**src/hw/rtl/bcmt_pkg.sv**
```systemverilog
// shared types, constants and codes for the bucket counter max tracker
package bcmt_pkg;

    // default configuration
    localparam int NUM_BUCKETS_DEF = 256;
    localparam int COUNT_BITS_DEF  = 16;

    // opcodes
    localparam logic [1:0] OP_INC  = 2'd0;
    localparam logic [1:0] OP_DEC  = 2'd1;
    localparam logic [1:0] OP_READ = 2'd2;

    // error codes
    localparam logic [1:0] ERR_OK    = 2'd0;
    localparam logic [1:0] ERR_UNDER = 2'd1;
    localparam logic [1:0] ERR_SAT   = 2'd2;

    typedef struct packed {
        logic [1:0] opcode;
        logic [7:0] bucket_index;
        logic       is_omega;
    } in_item_t;

    typedef struct packed {
        logic [15:0] bucket_count;
        logic [7:0]  top_index;
        logic        top_valid;
        logic        top_is_omega;
        logic [1:0]  error_code;
    } out_item_t;

    // controller to datapath
    typedef struct packed {
        logic clear;
        logic capture;
        logic update;
        logic walk;
        logic load_out;
    } cmd_t;

    // datapath to controller
    typedef struct packed {
        logic clear_last;
        logic need_walk;
        logic walk_done;
    } sts_t;

endpackage

```
**src/hw/rtl/bcmt_ctrl.sv**
```systemverilog
// controller state machine for the bucket counter max tracker
module bcmt_ctrl (
    input  logic          clk,
    input  logic          rst_n,
    input  logic          in_valid,
    output logic          in_ready,
    output logic          out_valid,
    input  logic          out_ready,
    output bcmt_pkg::cmd_t cmd,
    input  bcmt_pkg::sts_t sts
);

    typedef enum logic [2:0] {
        ST_CLEAR,
        ST_IDLE,
        ST_UPDATE,
        ST_WALK,
        ST_FINISH
    } state_t;

    state_t state_reg;
    state_t state_next;
    logic   in_ready_reg;
    logic   in_ready_next;
    logic   out_valid_reg;
    logic   out_valid_next;
    logic   out_free;

    assign out_free = !out_valid_reg || out_ready;

    always_comb
    begin
        state_next = state_reg;
        cmd        = '0;
        case (state_reg)
            ST_CLEAR:
            begin
                cmd.clear = 1'b1;
                if (sts.clear_last)
                begin
                    state_next = ST_IDLE;
                end
            end
            ST_IDLE:
            begin
                if (in_valid && in_ready_reg)
                begin
                    cmd.capture = 1'b1;
                    state_next  = ST_UPDATE;
                end
            end
            ST_UPDATE:
            begin
                cmd.update = 1'b1;
                state_next = sts.need_walk ? ST_WALK : ST_FINISH;
            end
            ST_WALK:
            begin
                cmd.walk = 1'b1;
                if (sts.walk_done)
                begin
                    state_next = ST_FINISH;
                end
            end
            ST_FINISH:
            begin
                if (out_free)
                begin
                    cmd.load_out = 1'b1;
                    state_next   = ST_IDLE;
                end
            end
            default:
            begin
                state_next = ST_IDLE;
            end
        endcase
    end

    always_comb
    begin
        in_ready_next = (state_next == ST_IDLE);
        if (cmd.load_out)
        begin
            out_valid_next = 1'b1;
        end
        else if (out_ready)
        begin
            out_valid_next = 1'b0;
        end
        else
        begin
            out_valid_next = out_valid_reg;
        end
    end

    always_ff @(posedge clk or negedge rst_n)
    begin
        if (!rst_n)
        begin
            state_reg     <= ST_CLEAR;
            in_ready_reg  <= 1'b0;
            out_valid_reg <= 1'b0;
        end
        else
        begin
            state_reg     <= state_next;
            in_ready_reg  <= in_ready_next;
            out_valid_reg <= out_valid_next;
        end
    end

    assign in_ready  = in_ready_reg;
    assign out_valid = out_valid_reg;

endmodule

```
**config.mk**
```make
export PLATFORM = sky130hd
export DESIGN_NAME = bcmt_ctrl
export DESIGN_NICKNAME = d
export VERILOG_FILES = /design/src/hw/rtl/bcmt_pkg.sv /design/src/hw/rtl/bcmt_ctrl.sv
export SDC_FILE = /design/constraint.sdc
export NUM_CORES = 1
export LEC_CHECK = 0
export BUFFER_PORTS_ARGS = -buffer_cell sky130_fd_sc_hd__buf_2
export CORE_AREA = 3 3 40 42
export CTS_CLUSTER_SIZE = 25
export DETAILED_ROUTE_END_ITERATION = 7
export DIE_AREA = 0 0 43 45
export GPL_TIMING_DRIVEN = 0
export SETUP_SLACK_MARGIN = 0.2
export SLEW_MARGIN = 25
export SYNTH_ARGS = -nofsm -noshare
export SYNTH_HDL_FRONTEND = slang
export SYNTH_SLANG_ARGS = --single-unit
```
**constraint.sdc**
```tcl
create_clock -name clk -period 0.91 [get_ports clk]
set_input_delay 0.091 -clock clk [delete_from_list [all_inputs] [get_ports clk]]
set_output_delay 0.091 -clock clk [all_outputs]
set_load 0.01 [all_outputs]
```
# --- Word-level counts from Yosys, hierarchy flattened ---
# Index checks and enable logic that the tools add are counted.
word_totals:
  regBits: 5
  input_bits: 7
  word_cells: 28
classes:
  n_eq_ne: 5
  n_mux: 15
  reduce_logical: 5
ops:
  columns: ["cell", "count"]
  rows:
  - ["$mux 3", 5]
  - ["$pmux 3 s5", 1]
  - ["$mux 1", 9]
  - ["$eq 3x1->1 const B", 2]
  - ["$eq 3x2->1 const B", 2]
  - ["$eq 3x3->1 const B", 1]
  - ["$logic_not 3->1", 1]
  - ["$reduce_bool 2->1", 1]
  - ["$logic_and 1x1->1", 1]
  - ["$logic_not 1->1", 1]
  - ["$logic_or 1x1->1", 1]

# --- Depth between registers and ports, before layout ---
# Gate-level depths: netlist of the first run.
logic_depth:
  word_depth: 5
  mapped_depth: 5
  ltp_nobuf: 3

# --- Least setup slack after synthesis of the first run ---
# No wires, ideal clock.
synth_timing:
  kind: "register to register"
  from: "register out_valid_reg, in the netlist out_valid"
  to: "register state_reg[0]"
  arrival_ns: 0.932
  slack_ns: -0.101
  stages_incl_launch_ff: 4
  synth_period_minus_slack_ns: 1.011
  cell_sequence: "dfrtp_1 > nor2b_2 > a211oi_2 > a2bb2oi_1"
synth_via:
  elab_chain_cells: 4
synth_lines:
  columns: ["element", "line", "rtl"]
  rows:
  - ["start: declaration", "bcmt_ctrl.sv:25", "logic out_valid_reg;"]
  - ["start signal: assignment", "bcmt_ctrl.sv:109", "out_valid_reg <= out_valid_next;"]
  - ["$logic_not 1->1", "bcmt_ctrl.sv:29", "assign out_free = !out_valid_reg || out_ready;"]
  - ["$logic_or 1x1->1", "bcmt_ctrl.sv:29", null]
  - ["$mux 3", "bcmt_ctrl.sv:67", "if (out_free)"]
  - ["$pmux 3 s5", "bcmt_ctrl.sv:35", "case (state_reg)"]
  - ["named net state_next[0]", "bcmt_ctrl.sv:22", "state_t state_next;"]
  - ["end signal: assignment", "bcmt_ctrl.sv:107", "state_reg <= state_next;"]
  - ["end: declaration", "bcmt_ctrl.sv:21", "state_t state_reg;"]
# The timed path passes the listed nets, and every way through them passes these cells.
# A chain may end at the register's enable or synchronous reset.

==> results of run 1 <==
-- how the worst max path moves through the flow --
stage,start,slack [ps],end
after floorplan,state_reg[1],-60,state_reg[1]
after global placement,state_reg[0],-200,cmd[0]
after detailed placement,state_reg[0],-220,cmd[0]
after CTS,state_reg[1],-400,cmd[0]
after global routing,state_reg[0],-450,cmd[0]
final,state_reg[1],-380,cmd[2]
-- worst max-delay path: stages, from the launching register on --
cell and delay [ps]:
dfrtp_2 450, buf_4 150, buf_4 120, nand2b_2 60, nor2_1 40, buf_2 130
-- logic make-up after synthesis --
kind of cell / Yosys count / share of synthesized area
mux: 1 / 0.03187
buf+inv: 5 / 0.09960
simple gates: 14 / 0.2590
flops: 5 / 0.3984
compound gates: 8 / 0.2112
-- power by group through the flow --
stage	combinational [W]	clock [W]	sequential, W
floorplan	0.000585	0	0.000422
global placement	0.000798	0	0.000415
detailed placement	0.000807	0	0.000417
CTS	0.00123	0.000277	0.000417
global route	0.00145	0.000292	0.000433
finish	0.00135	0.000265	0.000418
-- routing by layer --
metal | wire (microns) | GRT usage | vias up
li1 | - | - | 174
met1 | 343 | 0.1103 | 172
met2 | 442 | 0.1497 | 12
met3 | 71 | 0.05179 | 2
met4 | 21 | 0.08434 | 0
met5 | 0 | 0 | -
-- through the flow --
| stage | util | hold WS, ps | cells | setup TNS, ps |
|---|---|---|---|---|
| 2_1_floorplan | - | -204.6 | 33 | -255.9 |
| 3_3_place_gp | 0.3311 | -85.89 | 61 | -856.2 |
| 3_5_place_dp | 0.3311 | -86.39 | 61 | -895.1 |
| 4_1_cts | 0.4557 | 152.9 | 76 | -2577 |
| 5_1_grt | 0.4849 | 167.0 | 79 | -3208 |
| 6_report | 0.4849 | 160.0 | 79 | -2669 |
-- area by class of cell --
| type | count | share of cell area |
|---|---|---|
| multi-input cells | 23 | 0.3434 |
| repair buffers | 27 | 0.3213 |
| flip-flops and latches | 5 | 0.2028 |
| plain buffers | 3 | 0.04819 |
| clock buffers | 4 | 0.04217 |
| well taps | 15 | 0.03012 |
| inverters | 2 | 0.01205 |
-- layout by cell type (no fill, tap or decap) --
cell,n
buf_2,11
buf_4,10
buf_6,8
dfrtp_1,4
nor2_4,3
a31oi_1,3
clkbuf_4,3
inv_1,2
nor2_2,2
nand2_2,2
nor3_2,1
nand2b_2,1
nor2_1,1
and2_1,1
mux2i_4,1
and4_4,1
o21bai_1,1
nor2b_4,1
a211oi_2,1
a2bb2oi_1,1
nand2b_1,1
o2bb2ai_2,1
o22a_2,1
clkbuf_1,1
dlygate4sd3_1,1
dfrtp_2,1
-- what timing repair did --
action | in CTS | in global routing
hold buffers | 1 | 0
setup endpoints to repair | 12 | 12
setup buffers | 10 | 3
gates resized for setup | 11 | 4
pin swaps | 6 | 2
hold endpoints to repair | 5 | 0
==> impl_metrics.toml, run 1 <==
[cts]
cts_tree = "done"
cts_buffer_depth = 2
path_clk_slew_ps = 40
cts_htree_levels = 1
cts.sink_count = 5
clk_latency_ps = 250
cts-root-buf = "clkbuf_4"
numCtsBuffers = 3

[power_and_ir_drop]
comb_power_share = 0.664
seqPwrFrac = 0.206
ir_worst_vdd_uv = 1215
p_sw_w = 0.0007411
leakagePower_nw = 0.3009
swShare = 0.3645
power.internal_w = 0.001292
power.total_w = 0.002033
powerDensity_mw_per_mm2 = 3263
clkPwrFrac = 0.130

[synthesis]
synth.distinct_cells = 21
yosysWarnings = 0
ys_seq_area_frac = 0.3984
yosys-top-cells-count = "dfrtp_1, nor2_1, a31oi_1"
ys_seq_elements = 5
synth_edf_count = 0
synth_top_area_frac = 0.3984
synth_area_per_cell_sq_um = 9.517
yosysTopAreaCell = "dfrtp_1"
synthesis.nets = 40
synth_cells = 33
async_flop_share = 1.000
synth_flop_cell = "dfrtp_1"
yosysMostFrequentCell = "dfrtp_1"
synth_area_sq_um = 314.1
ys_top_cells_by_area = "dfrtp_1, a31oi_1, nor2_1"

[placed_design]
dp_hpwl_microns = 554.7
place_area_sq_um = 425.4
io_buffers = 13
gp_congestion = 0.7239
post-place-ws_ps = -217.1

[critical_path]
worstPathRequired_ps = 820
path_max_fanout = 5
r2r_setup_slack_ps = -310
rr_worst_depth = 6
arrival_ps = 1200
r2r-end = "in_ready"
crit_type = "reg2out"
r2r_start = "state_reg[2]"
cp-start-kind = "flip-flop"
end_kind = "output pin"

[job]
drv_cap = 0

[detailed_routing]
vias = 360
avgViaCountPerCell = 4.557
wl_per_cell_microns = 11.11
firstDrtPassIters = 3
ant_nets = 0
totalWireLength_microns = 878
drc = 0
drt-initial-drc-count = 2

[timing]
fmax_ghz = 0.7766
worst-slew-pin-transition_ps = 180.5
setup_violations = 10
slew_headroom = 0.8771
clock_skew_ps = 2.697
fin_crit_ps = 1288
min_period_over_period = 1.415
hold_viol_final = 0
fin_ws_ps = -377.7
slew_violations = 0
rsz0062_at_grt = "yes"

[layout]
fillerInstances = 128
final_area_sq_um = 623.1
syn_to_final_growth_pct = 98.41
multi_input_area_sq_um = 214.0
largest_reg_flops = 3
finalNetCount = 72
drive_above_1_share = 0.7500
num_antenna_cells = 0
seq_area_sq_um = 126.4

[floorplan]
die_area_sq_mm = 0.001935
die_h_microns = 45
row_count = 13
fp.dieW_microns = 43
initial_core_util = 0.2444
io_pins = 14
core_sq_mm = 0.001285

[outcome]
status = "finished, violations left"
violations = "negative setup slack"

[global_routing]
antenna_found_initial = 0
grt_pass1_wl_microns = 1366
gr-total-overflow = 0
grt_usage = 0.1022
grt_max_degree = 7
grt_pass1_vias = 343

[min_path]
holdCritPathClass = "in2reg"
worstHoldStart = "sts[1]"
hold_depth = 3
whs_endpoint = "state_reg[1]"
Power figures use the tool's default switching activity.
==> run 2: changes to the inputs <==
==> constraint.sdc (replaced) <==
create_clock -name clk -period 1.2 [get_ports clk]
set_input_delay 0.12 -clock clk [delete_from_list [all_inputs] [get_ports clk]]
set_output_delay 0.12 -clock clk [all_outputs]
set_load 0.01 [all_outputs]
==> run 2 against run 1 <==
The flow still finishes with violations (negative setup slack). Clock skew is 0.51 ps higher. Sequential cell count unchanged. Combinational power decreased by 24%. Non-clock buffer count fell by 4. First-iteration DRC count rose to 3.5 times the previous value. Global-route usage up 1.0 points. Register-to-register slack better by 240 ps. Sequential power shrank 23%. Sequential share of layout area stayed put. Highest routed layer is now met3.
==> impl_metrics.toml, run 2 (synthesized netlist as in run 1, its figures left out) <==
[detailed_routing]
totalWireLength_microns = 950
drc = 0
firstDrtPassIters = 4
vias = 348
wl_met3_microns = 87
wl_met1_microns = 367
highest_layer = "met3"
wl_per_cell_microns = 12.67
avgViaCountPerCell = 4.640
ant_nets = 0
drt-initial-drc-count = 7
dr_wl_met2_microns = 495

[layout]
fillerInstances = 123
final_util = 0.4849
mostFrequentLayoutCell = "buf_2"
largest_reg_flops = 3
seq_area_sq_um = 126.4
drive_above_1_share = 0.7667
final_area_sq_um = 623.1
multi_input_area_sq_um = 241.5
finalNetCount = 68
num_antenna_cells = 0
syn_to_final_growth_pct = 98.41
final_cell_mix = "buf_2, buf_6, buf_4"

[timing]
slew_violations = 0
min_period_over_period = 1.096
fin_ws_ps = -114.6
holdWs_ps = 204.8
setup_violations = 6
fin_tns_setup_ps = -446.4
slew_headroom = 0.8584
worst-slew-pin-transition_ps = 207.9
rsz0062_at_grt = "yes"
fmax_ghz = 0.7607
hold_viol_final = 0
fin_crit_ps = 1315
clock_skew_ps = 3.207

[power_and_ir_drop]
power.total_w = 0.001548
seqPwrFrac = 0.208
powerDensity_mw_per_mm2 = 2485
clkPwrFrac = 0.127
p_sw_w = 0.0006023
swShare = 0.3890
leakagePower_nw = 0.2854
power.internal_w = 0.0009461
comb_power_share = 0.665
ir_worst_vdd_uv = 1269

[critical_path]
arrival_ps = 1190
worstPathRequired_ps = 1080
cp-start-kind = "flip-flop"
crit_top_cell = "buf_6"
end_kind = "output pin"
cpMaxStageDelayCell = "dfrtp_1"
crit_type = "reg2out"
path_max_fanout = 5
critPathMaxStageDelay_ps = 380
rr_worst_depth = 6
path_cells = "buf_6 > nor2_4 > and4_4 > buf_6"

[global_routing]
gr-total-overflow = 0
grt_pass1_wl_microns = 1531
grt_max_degree = 7
grt_usage = 0.1122
grt_pass1_vias = 354
antenna_found_initial = 0

[floorplan]
die_h_microns = 45
fp.dieW_microns = 43
die_area_sq_mm = 0.001935
row_count = 13
io_pins = 14
initial_core_util = 0.2444
core_sq_mm = 0.001285

[cts]
cts-root-buf = "clkbuf_4"
path_clk_slew_ps = 40
cts.sink_count = 5
cts_buffer_depth = 2
numCtsBuffers = 3
cts_tree = "done"
cts_htree_levels = 1
clk_latency_ps = 250

[min_path]
hold_depth = 3
holdCritPathClass = "in2reg"

[placed_design]
gp_congestion = 0.6768
io_buffers = 13
place_area_sq_um = 412.9

[outcome]
status = "finished, violations left"
violations = "negative setup slack"

[job]
drv_cap = 0
-- run 2: cell count changes in the layout (fill, tap and decap cells not counted), sizes merged --
cell	delta
buf	-4
-- run 2: repair_timing --
item | in CTS | in global routing
buffers inserted | 7 | 1
gates cloned | 1 | 0
endpoints found under the setup margin | 9 | 9
resized for setup | 17 | 7
hold endpoints to repair | 5 | 0
pin swaps | 8 | 8
hold buffers | 1 | 0
-- run 2: stage by stage --
step                      setup slack, ps  std cells
after CTS                          -109.8         74
after global placement              51.24         61
after detailed placement            39.36         61
after global routing               -187.6         75
final                              -114.6         75
after floorplan                     199.8         33
-- run 2: final timing paths --
check / start / to / slack (ps)
max in group asynchronous: rst_n / state_reg[1] / 840
min in group asynchronous: rst_n / state_reg[2] / 210
worst max register to register: state_reg[2] / in_ready / -70
worst min-delay path: sts[1] / state_reg[1] / 200
worst max-delay path: state_reg[2] / cmd[3] / -110
worst min register to register: out_valid / out_valid / 580
-- run 2: critical path, delay by kind of cell, from the launching register on --
| family | cells | cell delay, ps |
|---|---|---|
| buffers and inverters | 2 | 250 |
| flip-flops | 1 | 380 |
| AND/OR/NAND/NOR | 2 | 320 |
-- run 2: area by class of cell --
type,count,area share
clock buffers,4,0.04217
inverters,2,0.01205
plain buffers,3,0.04819
multi-input cells,23,0.3876
well taps,15,0.03012
repair buffers,23,0.2771
flip-flops and latches,5,0.2028
-- run 2: routing by layer --
metal,vias to the layer above,global-route usage
met2,16,0.1856
li1,167,-
met5,-,0
met4,0,0.01807
met1,165,0.1250
met3,0,0.07171
-- run 2: power by group through the flow --
stage	Combinational [W]	Clock, W	Sequential (W)
floorplan	0.000414	0	0.000317
global placement	0.000573	0	0.000315
detailed placement	0.000574	0	0.000315
CTS	0.000946	0.000202	0.000323
global route	0.00111	0.000219	0.000331
finish	0.00103	0.000197	0.000322
==> run 3: changes to the inputs <==
==> constraint.sdc (replaced) <==
create_clock -name clk -period 1.2 [get_ports clk]
set_input_delay 0.12 -clock clk [delete_from_list [all_inputs] [get_ports clk]]
set_output_delay 0.12 -clock clk [all_outputs]
set_load 0.05 [all_outputs]
==> run 3 against run 2 <==
The run still ends with negative setup slack left. Non-clock buffer count is 2 higher. Sequential power rose by 6.2%. Maximum frequency is 3.9% lower. Wire length up 8.6%. Combinational power is 56% higher. Critical path depth rose by 2. Power is 39% higher. Design area is 12% higher. Critical path type unchanged. Largest cell class is now buffers.
==> impl_metrics.toml, run 3 (synthesized netlist as in run 1, its figures left out) <==
[detailed_routing]
wl_per_cell_microns = 13.40
drc = 0
totalWireLength_microns = 1032
firstDrtPassIters = 2
vias = 354
ant_nets = 0
avgViaCountPerCell = 4.597
drt-initial-drc-count = 2

[power_and_ir_drop]
seqPwrFrac = 0.159
power.internal_w = 0.001181
powerDensity_mw_per_mm2 = 3079
p_sw_w = 0.0009652
ir_worst_vdd_uv = 2137
leakagePower_nw = 0.3034
clkPwrFrac = 0.091
comb_power_share = 0.749
swShare = 0.4498

[timing]
slew_headroom = 0.8546
setup_violations = 7
worst-slew-pin-transition_ps = 213.6
slew_violations = 0
clock_skew_ps = 3.890
hold_viol_final = 0
holdWs_ps = 199.4
fin_ws_ps = -168.0
fmax_ghz = 0.7310
min_period_over_period = 1.140
fin_crit_ps = 1368
rsz0062_at_grt = "yes"

[layout]
multi_input_area_sq_um = 250.2
final_cell_mix = "buf_6, buf_2, buf_4"
finalNetCount = 70
drive_above_1_share = 0.8387
seq_area_sq_um = 128.9
mostFrequentLayoutCell = "buf_6"
largest_reg_flops = 3
final_util = 0.5424
num_antenna_cells = 0
syn_to_final_growth_pct = 121.9
fillerInstances = 120
final_area_sq_um = 696.9

[cts]
clk_latency_ps = 240
cts_tree = "done"
cts.sink_count = 5
cts_buffer_depth = 2
path_clk_slew_ps = 40
cts-root-buf = "clkbuf_4"
cts_htree_levels = 1
numCtsBuffers = 3

[floorplan]
die_h_microns = 45
core_sq_mm = 0.001285
io_pins = 14
initial_core_util = 0.2444
row_count = 13
fp.dieW_microns = 43
die_area_sq_mm = 0.001935

[global_routing]
gr-total-overflow = 0
antenna_found_initial = 0
grt_pass1_wl_microns = 1635
grt_max_degree = 9
grt_usage = 0.1174
grt_pass1_vias = 365

[critical_path]
cp-start-kind = "flip-flop"
end_kind = "output pin"
path_max_fanout = 5
crit_type = "reg2out"
worstPathRequired_ps = 1080
arrival_ps = 1250

[placed_design]
place_area_sq_um = 444.2
dp_hpwl_microns = 517.6
io_buffers = 13
gp_congestion = 0.6544

[outcome]
status = "finished, violations left"
violations = "negative setup slack"

[min_path]
holdCritPathClass = "in2reg"

[job]
drv_cap = 0
-- run 3: cell count changes in the layout (fill, tap and decap cells not counted), sizes merged --
cell and change:
buf +2
-- run 3: metal layers --
metal | up-vias | track usage | wire length, microns
li1 | 171 | - | -
met1 | 162 | 0.1204 | 350
met2 | 19 | 0.2126 | 549
met3 | 2 | 0.07968 | 116
met4 | 0 | 0 | 16
met5 | - | 0 | 0
-- run 3: critical path, cell delays in order, from the launching register on --
cell and delay (ps):
dfrtp_1 380, buf_6 140, nor2_4 90, nand2_2 70, nor2_2 90, buf_6 100, buf_8 130
-- run 3: power groups by stage --
stage | registers, W | logic (W) | clock network, W
floorplan | 0.000416 | 0.000682 | 0
global placement | 0.000333 | 0.000930 | 0
detailed placement | 0.000332 | 0.000923 | 0
CTS | 0.000328 | 0.00140 | 0.000201
global route | 0.000352 | 0.00171 | 0.000216
finish | 0.000342 | 0.00161 | 0.000196
-- run 3: stage by stage --
step	instances	setup slack [ps]	total power, W	TNS, ps
final	77	-168.0	0.002146	-672.6
after global routing	77	-236.6	0.002276	-1060
after CTS	75	-180.6	0.001925	-656.0
after detailed placement	61	-131.1	0.001255	-131.1
after global placement	61	-126.8	0.001263	-126.8
after floorplan	33	76.22	0.001099	0
-- run 3: cell type report --
type / instances / share of cell area
Timing Repair Buffer: 25 / 0.3321
Multi-Input combinational cell: 23 / 0.3591
Buffer: 3 / 0.04847
Tap cell: 15 / 0.02693
Sequential cell: 5 / 0.1849
Clock buffer: 4 / 0.03770
Inverter: 2 / 0.01077
-- run 3: path summary, 6_finish.rpt --
check / slack (ps) / start / cells past startpoint / endpoint
hold / removal: 200 / sts[1] / 3 / state_reg[0]
hold reg to reg: 580 / out_valid / 2 / out_valid
setup / recovery: -170 / state_reg[0] / 6 / cmd[0]
max in group asynchronous: 830 / rst_n / 2 / in_ready
setup reg to reg: -10 / state_reg[0] / 5 / state_reg[1]
min in group asynchronous: 230 / rst_n / 2 / state_reg[0]
-- run 3: repair_timing --
action                                  CTS  global route
setup buffers                             9             2
hold buffers                              1             0
resized for setup                        25            10
endpoints found under the setup margin   11            10
pin swaps                                 9             6
hold endpoints to repair                  5             0
